<file path="config.mk">
export PLATFORM = sky130hd
export DESIGN_NAME = rational_arith_reduce
export DESIGN_NICKNAME = d
export VERILOG_FILES = /design/src/rtl/core/rar_pkg.sv /design/src/rtl/core/rar_divider.sv /design/src/rtl/core/rational_arith_reduce.sv
export SDC_FILE = /design/constraint.sdc
export NUM_CORES = 2
export LEC_CHECK = 0
export BUFFER_PORTS_ARGS = -buffer_cell sky130_fd_sc_hd__buf_2
export CORE_MARGIN = 2
export CORE_UTILIZATION = 40
export CTS_CLUSTER_DIAMETER = 100
export CTS_CLUSTER_SIZE = 8
export DETAILED_ROUTE_END_ITERATION = 7
export PLACE_DENSITY = 0.52
export SLEW_MARGIN = 20
export SYNTH_ARGS = -nofsm -noshare
export SYNTH_HDL_FRONTEND = slang
export SYNTH_SLANG_ARGS = --single-unit
</file>
<file path="constraint.sdc">
create_clock -name clk -period 21.5 [get_ports clk]
set_input_delay 5.375 -clock clk [delete_from_list [all_inputs] [get_ports clk]]
set_output_delay 5.375 -clock clk [all_outputs]
set_load 0.02 [all_outputs]
</file>
<file path="src/rtl/core/rar_pkg.sv">
// Package for rational_arith_reduce: codes, widths and the sequencer state type.
package rar_pkg;
  localparam int unsigned WIDTH_DEF = 32;
  localparam int unsigned FW = 32;   // port width of operand fields

  typedef enum logic [1:0] {
    OP_ADD = 2'd0,
    OP_SUB = 2'd1,
    OP_MUL = 2'd2,
    OP_DIV = 2'd3
  } op_t;

  typedef enum logic [1:0] {
    ST_OK   = 2'd0,
    ST_ZDEN = 2'd1,
    ST_OVF  = 2'd2
  } status_t;

  typedef enum logic [3:0] {
    S_IDLE,
    S_MUL0,
    S_MUL1,
    S_MUL2,
    S_SUM,
    S_SEED,
    S_GCD,
    S_DIVN,
    S_DIVD,
    S_FIN,
    S_OUT
  } state_t;
endpackage

</file>
<file path="src/rtl/core/rar_divider.sv">
// Restoring divider: one quotient bit per cycle over a 2*WIDTH-bit dividend.
module rar_divider #(
  parameter int unsigned WIDTH = rar_pkg::WIDTH_DEF
) (
  input  logic                 clk,
  input  logic                 rst,
  input  logic                 start,
  input  logic [2*WIDTH-1:0]   dividend,
  input  logic [2*WIDTH-1:0]   divisor,
  output logic                 done,
  output logic [2*WIDTH-1:0]   quotient,
  output logic [2*WIDTH-1:0]   remainder
);
  import rar_pkg::*;

  localparam int unsigned DW = 2 * WIDTH;
  localparam int unsigned CW = $clog2(DW + 1);

  logic [DW-1:0] rem;
  logic [DW-1:0] quo;
  logic [DW-1:0] dsr;
  logic [CW-1:0] cnt;
  logic          busy;
  logic [DW:0]   trial;
  logic [DW:0]   shifted;

  always_comb begin
    shifted = {rem, quo[DW-1]};
    trial   = shifted - {1'b0, dsr};
  end

  always_ff @(posedge clk) begin
    if (rst) begin
      busy <= 1'b0;
      done <= 1'b0;
      cnt  <= '0;
    end else begin
      done <= 1'b0;
      if (start) begin
        busy <= 1'b1;
        rem  <= '0;
        quo  <= dividend;
        dsr  <= divisor;
        cnt  <= CW'(DW);
      end else if (busy) begin
        if (trial[DW]) begin
          rem <= shifted[DW-1:0];
          quo <= {quo[DW-2:0], 1'b0};
        end else begin
          rem <= trial[DW-1:0];
          quo <= {quo[DW-2:0], 1'b1};
        end
        cnt <= cnt - 1'b1;
        if (cnt == CW'(1)) begin
          busy <= 1'b0;
          done <= 1'b1;
        end
      end
    end
  end

  assign quotient  = quo;
  assign remainder = rem;

`ifndef SYNTHESIS
  a_done_after_busy: assert property (@(posedge clk) disable iff (rst)
    done |-> $past(busy)) else $error("divider done without run");
  a_no_done_idle: assert property (@(posedge clk) disable iff (rst)
    done |-> !busy) else $error("divider busy at done");
  a_cnt_zero_idle: assert property (@(posedge clk) disable iff (rst)
    (!busy && !$past(start)) |-> cnt == '0 || $past(rst)) else $error("divider count left over");
`endif
endmodule

</file>
<file path="src/rtl/core/rational_arith_reduce.sv">
// Top level of rational_arith_reduce: signed fraction arithmetic reduced by GCD.
// Usage:
//   Request channel: req_valid/req_ready with req_type, a_num, a_den, b_num, b_den.
//   Only the low WIDTH bits of each operand are used, as two's complement.
//   Result channel: res_valid/res_ready with res_num, res_den, status.
//   One result per request. Status 0 ok, 1 zero denominator, 2 overflow;
//   on a nonzero status res_num and res_den are 0. A zero fraction is 0/1.
// Timing:
//   One request at a time; req_ready is high only while idle.
//   Cross products come from one shared WIDTH x WIDTH multiplier, one per
//   cycle (three for add and subtract, two otherwise). Euclid's GCD then runs
//   on a shared restoring divider, one division per remainder step; the
//   step count depends on the data (up to about 90 steps at WIDTH 32, none
//   for a zero numerator). Two more divisions by the GCD follow.
//   res_valid rises once the division of the denominator has finished and
//   S_FIN has registered the result and the range check; a zero
//   denominator skips the divider and answers straight from S_SUM.
// Reset: synchronous rst returns the sequencer to idle and drops res_valid.
// Stall: the result is held in its output register until res_ready; the
//   next request is taken in the cycle after it has gone.
module rational_arith_reduce #(
  parameter int unsigned WIDTH = rar_pkg::WIDTH_DEF
) (
  input  logic                  clk,
  input  logic                  rst,
  input  logic                  req_valid,
  output logic                  req_ready,
  input  logic [1:0]            req_type,
  input  logic signed [rar_pkg::FW-1:0] a_num,
  input  logic signed [rar_pkg::FW-1:0] a_den,
  input  logic signed [rar_pkg::FW-1:0] b_num,
  input  logic signed [rar_pkg::FW-1:0] b_den,
  output logic                  res_valid,
  input  logic                  res_ready,
  output logic signed [rar_pkg::FW-1:0] res_num,
  output logic [rar_pkg::FW-2:0] res_den,
  output logic [1:0]            status
);
  import rar_pkg::*;

  localparam int unsigned DW = 2 * WIDTH;

  state_t state, state_next;

  // captured operands as sign and magnitude
  op_t              op;
  logic             an_s, ad_s, bn_s, bd_s;
  logic [WIDTH-1:0] an_m, ad_m, bn_m, bd_m;

  // products, sums and Euclid registers
  logic [DW-1:0] p0, p1;
  logic          p0_s, p1_s;
  logic [DW-1:0] num_m, den_m;
  logic          num_s, den_s;
  logic [DW-1:0] gx, gy;
  logic [DW-1:0] nq;

  // shared multiplier
  logic [WIDTH-1:0] mx, my;
  logic [DW-1:0]    mp;

  // divider hookup
  logic          dv_start, dv_done;
  logic [DW-1:0] dv_a, dv_b, dv_q, dv_r;

  function automatic logic [WIDTH-1:0] mag_of(input logic [FW-1:0] v);
    logic [WIDTH-1:0] u;
    u = v[WIDTH-1:0];
    return u[WIDTH-1] ? (~u + 1'b1) : u;
  endfunction

  assign mp = DW'(mx) * DW'(my);

  always_comb begin
    mx = an_m;
    my = bd_m;
    unique case (state)
      S_MUL0: begin
        mx = an_m;
        my = (op == OP_MUL) ? bn_m : bd_m;
      end
      S_MUL1: begin
        mx = ad_m;
        my = (op == OP_DIV) ? bn_m : bd_m;
      end
      S_MUL2: begin
        mx = ad_m;
        my = bn_m;
      end
      default: begin
        mx = an_m;
        my = bd_m;
      end
    endcase
  end

  rar_divider #(.WIDTH(WIDTH)) u_div (
    .clk(clk), .rst(rst), .start(dv_start), .dividend(dv_a), .divisor(dv_b),
    .done(dv_done), .quotient(dv_q), .remainder(dv_r)
  );

  // reduced result and range check
  logic          rneg;
  logic [DW-1:0] lim;
  logic          ovf;
  always_comb begin
    lim  = DW'(1) << (WIDTH - 1);
    rneg = (num_s != den_s) && (nq != '0);
    ovf  = (dv_q > lim - 1'b1) || (rneg ? (nq > lim) : (nq > lim - 1'b1));
  end

  always_comb begin
    state_next = state;
    dv_start   = 1'b0;
    dv_a       = gx;
    dv_b       = gy;
    unique case (state)
      S_IDLE:  if (req_valid) state_next = S_MUL0;
      S_MUL0:  state_next = S_MUL1;
      S_MUL1:  state_next = (op == OP_ADD || op == OP_SUB) ? S_MUL2 : S_SUM;
      S_MUL2:  state_next = S_SUM;
      S_SUM: begin
        if (den_m == '0) state_next = S_OUT;
        else             state_next = S_SEED;
      end
      // num_m and den_m are settled here for every operation
      S_SEED: begin
        dv_start = 1'b1;
        dv_a     = num_m;
        dv_b     = den_m;
        if (num_m == '0) state_next = S_DIVN;
        else             state_next = S_GCD;
      end
      S_GCD: begin
        if (dv_done) begin
          if (dv_r == '0) begin
            state_next = S_DIVN;
            dv_start   = 1'b1;
            dv_a       = num_m;
            dv_b       = gy;
          end else begin
            dv_start = 1'b1;
            dv_a     = gy;
            dv_b     = dv_r;
          end
        end
      end
      S_DIVN: begin
        if (dv_done) begin
          state_next = S_DIVD;
          dv_start   = 1'b1;
          dv_a       = den_m;
          dv_b       = gy;
        end
      end
      S_DIVD:  if (dv_done) state_next = S_FIN;
      S_FIN:   state_next = S_OUT;
      S_OUT:   if (res_ready) state_next = S_IDLE;
      default: state_next = S_IDLE;
    endcase
  end

  assign req_ready = (state == S_IDLE);
  assign res_valid = (state == S_OUT);

  always_ff @(posedge clk) begin
    if (rst) state <= S_IDLE;
    else     state <= state_next;
  end

  always_ff @(posedge clk) begin
    unique case (state)
      S_IDLE: begin
        op   <= op_t'(req_type);
        an_s <= a_num[WIDTH-1];
        ad_s <= a_den[WIDTH-1];
        bn_s <= b_num[WIDTH-1] ^ (req_type == OP_SUB);
        bd_s <= b_den[WIDTH-1];
        an_m <= mag_of(a_num);
        ad_m <= mag_of(a_den);
        bn_m <= mag_of(b_num);
        bd_m <= mag_of(b_den);
      end
      S_MUL0: begin
        p0   <= mp;
        p0_s <= (op == OP_MUL) ? (an_s ^ bn_s) : (an_s ^ bd_s);
      end
      S_MUL1: begin
        if (op == OP_ADD || op == OP_SUB) begin
          den_m <= mp;
          den_s <= ad_s ^ bd_s;
        end else begin
          den_m <= mp;
          den_s <= (op == OP_DIV) ? (ad_s ^ bn_s) : (ad_s ^ bd_s);
          num_m <= p0;
          num_s <= p0_s;
        end
      end
      S_MUL2: begin
        p1   <= mp;
        p1_s <= ad_s ^ bn_s;
      end
      S_SUM: begin
        if (op == OP_ADD || op == OP_SUB) begin
          if (p0_s == p1_s) begin
            num_m <= p0 + p1;
            num_s <= p0_s;
          end else if (p0 >= p1) begin
            num_m <= p0 - p1;
            num_s <= p0_s;
          end else begin
            num_m <= p1 - p0;
            num_s <= p1_s;
          end
        end
      end
      S_SEED: begin
        gy <= den_m;
        gx <= num_m;
      end
      S_GCD: if (dv_done && dv_r != '0) begin
        gx <= gy;
        gy <= dv_r;
      end
      S_DIVN: if (dv_done) nq <= dv_q;
      S_FIN: begin
        if (ovf) begin
          res_num <= '0;
          res_den <= '0;
          status  <= ST_OVF;
        end else begin
          res_num <= FW'(signed'(rneg ? (WIDTH'(0) - nq[WIDTH-1:0]) : nq[WIDTH-1:0]));
          res_den <= (FW-1)'(dv_q[WIDTH-1:0]);
          status  <= ST_OK;
        end
      end
      default: ;
    endcase
    if (state == S_SUM && den_m == '0) begin
      res_num <= '0;
      res_den <= '0;
      status  <= ST_ZDEN;
    end
  end

`ifndef SYNTHESIS
  a_ready_idle: assert property (@(posedge clk) disable iff (rst)
    req_ready |-> !res_valid) else $error("ready while result pending");
  a_hold_out: assert property (@(posedge clk) disable iff (rst)
    (res_valid && !res_ready) |=> res_valid && $stable(res_num) && $stable(status))
    else $error("result not held");
  a_ok_den: assert property (@(posedge clk) disable iff (rst)
    (res_valid && status == ST_OK) |-> res_den != '0) else $error("zero den on ok");
`endif
endmodule
</file>
Word level (Yosys, flattened, before mapping) --
Cells that the tools add are included.
Operators by class: multiply operators 1, add/sub/neg operators 10, bitwise logic cells 11, mux-type cells 60, $lt $le $gt $ge 4, eq/ne operators 26, reductions and logical operators 25
Operator list (count):
- 64-bit 2-to-1 mux | 15
- 64-bit case mux with 2 select lines | 4
- 64-bit logical NOT | 3
- 64-bit case mux with 3 select lines | 1
- 32-bit 2-to-1 mux | 5
- 31-bit 2-to-1 mux | 5
- 32-bit by 1-bit adder with 32-bit output (second input constant) | 4
- 64-bit by 31-bit greater-than comparator with 1-bit output (second input constant) | 2
- 32-bit inverter | 4
- 64-bit nonzero test | 2
- 64-bit subtractor | 2
- 32-bit case mux with 3 select lines | 1
- 65-bit by 64-bit subtractor with 65-bit output | 1
- 64-bit adder | 1
- 64-bit greater-or-equal comparator | 1
- 64-bit by 32-bit greater-than comparator with 1-bit output (second input constant) | 1
- 32-bit by 32-bit multiplier with 64-bit output | 1
- 4-bit case mux with 11 select lines | 1
- 1-bit by 32-bit subtractor with 32-bit output (first input constant) | 1
- 4-bit 2-to-1 mux | 7
- 4-bit by 3-bit == test with 1-bit output (second input constant) | 4
- 1-bit 2-to-1 mux | 15
- 7-bit 2-to-1 mux | 2
- 4-bit == test (second input constant) | 3
- 25 further kinds | 51
Word-level totals: register bits 856, output and inout bits 67, bits of input ports 134

Longest topological paths before layout --
depth after elaboration 5, mapped depth 37

Modules after synthesis --
Synthesis repeated with hierarchy kept, for this count alone.
Unflattened totals: cell total of the unflattened synthesis 9165, area total of the unflattened synthesis 85396.9 µm²
Modules (own cells, without submodules):
- rational_arith_reduce | seq. area each 18978.2 µm², area each 73334.1 µm², instances 1, cells each 8038
- rar_divider | seq. area each 5945.7 µm², area each 12062.8 µm², instances 1, cells each 1127

Worst setup path after synthesis --
OpenSTA, ideal clock, no wires.
kind reg2out, start register state[1], end output port req_ready, required time 16.125 ns, cell stages (with the launch flop) 3, slack 2.202 ns, arrival 13.923 ns, path through dfxtp_1 clkbuf_1 nor4_1
On the way: word-level cells in the longest chain between the ends 1
RTL lines:
- from (decl) | line rational_arith_reduce.sv:43 | state_t state, state_next;
- from (signal assigned) | line rational_arith_reduce.sv:168 | else state <= state_next;
- 4-bit logical NOT | line rational_arith_reduce.sv:163 | assign req_ready = (state == S_IDLE);
- to (decl) | line rational_arith_reduce.sv:27 | output logic req_ready,
Every way passes these cells.

Final worst setup path --
start register state[1], end register p0[60], data pin
On the way: word-level cells in the longest chain between the ends 4
RTL lines:
- 4-bit by 2-bit == test with 1-bit output | line rational_arith_reduce.sv:77 | unique case (state)
- 2-bit OR reduction (no line)
- 32-bit 2-to-1 mux | line rational_arith_reduce.sv:77
- 32-bit by 32-bit multiplier with 64-bit output * | line rational_arith_reduce.sv:72 | assign mp = DW'(mx) * DW'(my);
- named net mp[60] | line rational_arith_reduce.sv:60 | logic [DW-1:0] mp;
- to (signal assigned) | line rational_arith_reduce.sv:185 | p0 <= mp;
- to (decl) | line rational_arith_reduce.sv:51 | logic [DW-1:0] p0, p1;
Mark *: on every way through the listed nets, which the timed path passes. The rest lies on a longest branch. A chain may end at the register's enable or synchronous reset.

==> results_dict.tcl <==
set metrics [dict create \
    wirelength_um 305000 \
    crit_type "flop to flop" \
    io_buffer_count 200 \
    drc 0 \
    fin_nets 10700 \
    core_area_um2 210000 \
    ys_ff_latch 856 \
    status "finished clean" \
    end_kind "flop" \
    firstDrtPassIters 8 \
    io_pins 201 \
    cts_tree "done" \
    setup_viol 0 \
    vias 68400 \
    synthesis.area_um2 84500 \
    grt.overflow.total 0 \
    synth_fp_nets 10700 \
    die-area_um2 215000 \
    setup-tns-final_ns 0 \
    cpPeakStageDelay_ns 0.88 \
    arrival_ns 12.25 \
    drtIter0Drc 6828 \
    hold_slack_ns 0.443 \
    drive_gt1_share_pct 7.13 \
    async_flop_share_pct 0 \
    initial_core_util_pct 40.3 \
    hold_viol_final 0 \
    crit_slowest_cell "mux2i_4" \
    skew_ns 0.0951 \
    hp-class "flop to flop" \
    fin_crit_ns 11.63 \
    wl_per_cell_um 25.4 \
    tightestPinTransition_ns 1.10 \
    grt_pass1_vias 69400 \
    fp.dieH_um 464 \
    fmax_ghz 0.0860 \
    die_x_um 464 \
    cpMostUsedCell "fa_1" \
    startpoint_type "flop" \
    area_delta_synth_final_pct 9.07 \
    grt_max_degree 87 \
    required_ns 22.12 \
    clockBufferDepth 3 \
    rsz0062_at_grt "no" \
    cts_root_buf "clkbuf_16" \
    slew_headroom_pct 26.0 \
    synth_flop_cell "edfxtp_1" \
    drv_cap 0 \
    antenna_found_initial 7 \
    postCtsSetupRepairBufs 0 \
    seq_area_frac_synth_pct 29.5 \
    via_per_inst 5.68 \
    dp_hpwl_um 238000 \
    yosysTopAreaCellShare_pct 27.6 \
    grt_pass1_wl_um 453000 \
    path_max_fanout 34 \
    postCtsResizedCells 0 \
    synth_edf_count 778 \
    clk_pin_slew_worst_paths_ns 0.05 \
    final_cell_mix "nand2_1 (1,306), inv_1 (1,232), nor2_1 (1,016)" \
    yosys_warnings 0 \
    maxSlewViolCount 0 \
    grt_usage_pct 27.9 \
    num_rows 168 \
    postCtsHoldBufs 0 \
    ys_types 88 \
    fill_cells 20700 \
    numCtsBuffers 119 \
    clk_latency_ns 0.82 \
    antenna_left 0 \
    gp_congestion 0.959 \
    finalCritPeriodShare_pct 54.1 \
    synth.avg_cell_area_um2 9.22 \
    synth_area_leaders "edfxtp_1 (28%), fa_1 (21%), ha_1 (7.8%)" \
    final_util_pct 44.0 \
    htreeDepth 3 \
    synth_top_area_cell "edfxtp_1" \
    final_common_cell "nand2_1" \
    synth_cells 9168 \
    clock_sinks 856 \
]
## registers in the layout, summed over array words and instances (netlist names), 64 cells and up
register,flops
p0,64
nq,64
den_m,64
u_div.remainder,64
gy,64
num_m,64
gx,64
u_div.quotient,64
u_div.dsr,64
p1,64
## worst paths after layout
check        startpoint   endpoint  slack, ns  depth (start not counted)
max            state[1]     p0[60]       9.87                         32
min           status[0]  status[0]       0.44                          1
max reg2reg    state[1]     p0[60]       9.87                         32
min reg2reg   status[0]  status[0]       0.44                          1
## Yosys cell counts (33+ instances only)
cell      number
a22oi_1       68
o31ai_1       76
clkbuf_1     399
xor2_1        64
buf_1         41
nand2b_1      39
o21ai_0      401
nand2_1     1309
inv_1       1233
mux2i_1      139
a211oi_1      45
mux2_2        62
ha_1         524
a21oi_1      548
edfxtp_1     778
a222oi_1     127
nor3_1        83
nor4_1       102
o21bai_1      88
or3_1         33
fa_1         900
a21o_1       121
nor2_1      1020
a31oi_1       37
dfxtp_1       78
nand4_1       78
xnor2_1      269
o211ai_1      40
nand3_1       75
## cells by family after synthesis
group / after synthesis / synth area share (%)
AND/OR/NAND/NOR: 2886 / 14.4
AO/OA/AOI/OAI: 1763 / 13.5
buffers and inverters: 1703 / 7.64
adder cells (fa/ha/maj): 1424 / 29.1
flip-flops: 856 / 29.5
XOR/XNOR: 334 / 3.47
multiplexers: 202 / 2.49
## through the flow
stage / instance area, µm² / setup WS (ns) / instances
4_1_cts: 92200 / 9.88 / 12000
2_1_floorplan: 84500 / 2.20 / 9168
3_5_place_dp: 88700 / 9.83 / 11800
6_report: 92200 / 9.87 / 12000
5_1_grt: 92200 / 9.48 / 12000
3_3_place_gp: 88700 / 9.93 / 11800
## cell type report
type / count / area (µm²) / share of cell area, %
Timing Repair Buffer: 327 / 1970 / 2.13
Antenna cell: 8 / 20.0 / 0.0217
Inverter: 1237 / 4650 / 5.04
Sequential cell: 856 / 24900 / 27.0
Clock inverter: 12 / 253 / 0.274
Clock buffer: 174 / 3190 / 3.46
Tap cell: 2805 / 3510 / 3.81
Multi-Input combinational cell: 6609 / 53700 / 58.2
## per-layer routing
layer  track usage (%)  vias up  wire (µm)
li1                  -    30800          -
met1              38.1    34300     131000
met2              45.0     2755     141000
met3              3.90      494      20800
met4              10.0        4      12200
met5                 0        -         29
## critical path: cells and delay by family, from the launching register on
kind,cells,cell delay [ns]
buffers and inverters,9,1.86
and+or+nand+nor,4,1.20
DFF,1,0.70
adders and majority gates,9,4.05
xor gates and xnor gates,1,0.26
AOI/OAI and AO/OA,8,2.50
muxes,1,0.88
Power is left out: the tool's default activity adds up to more than one toggle a clock period on the data nets, which glitch-free logic cannot reach.
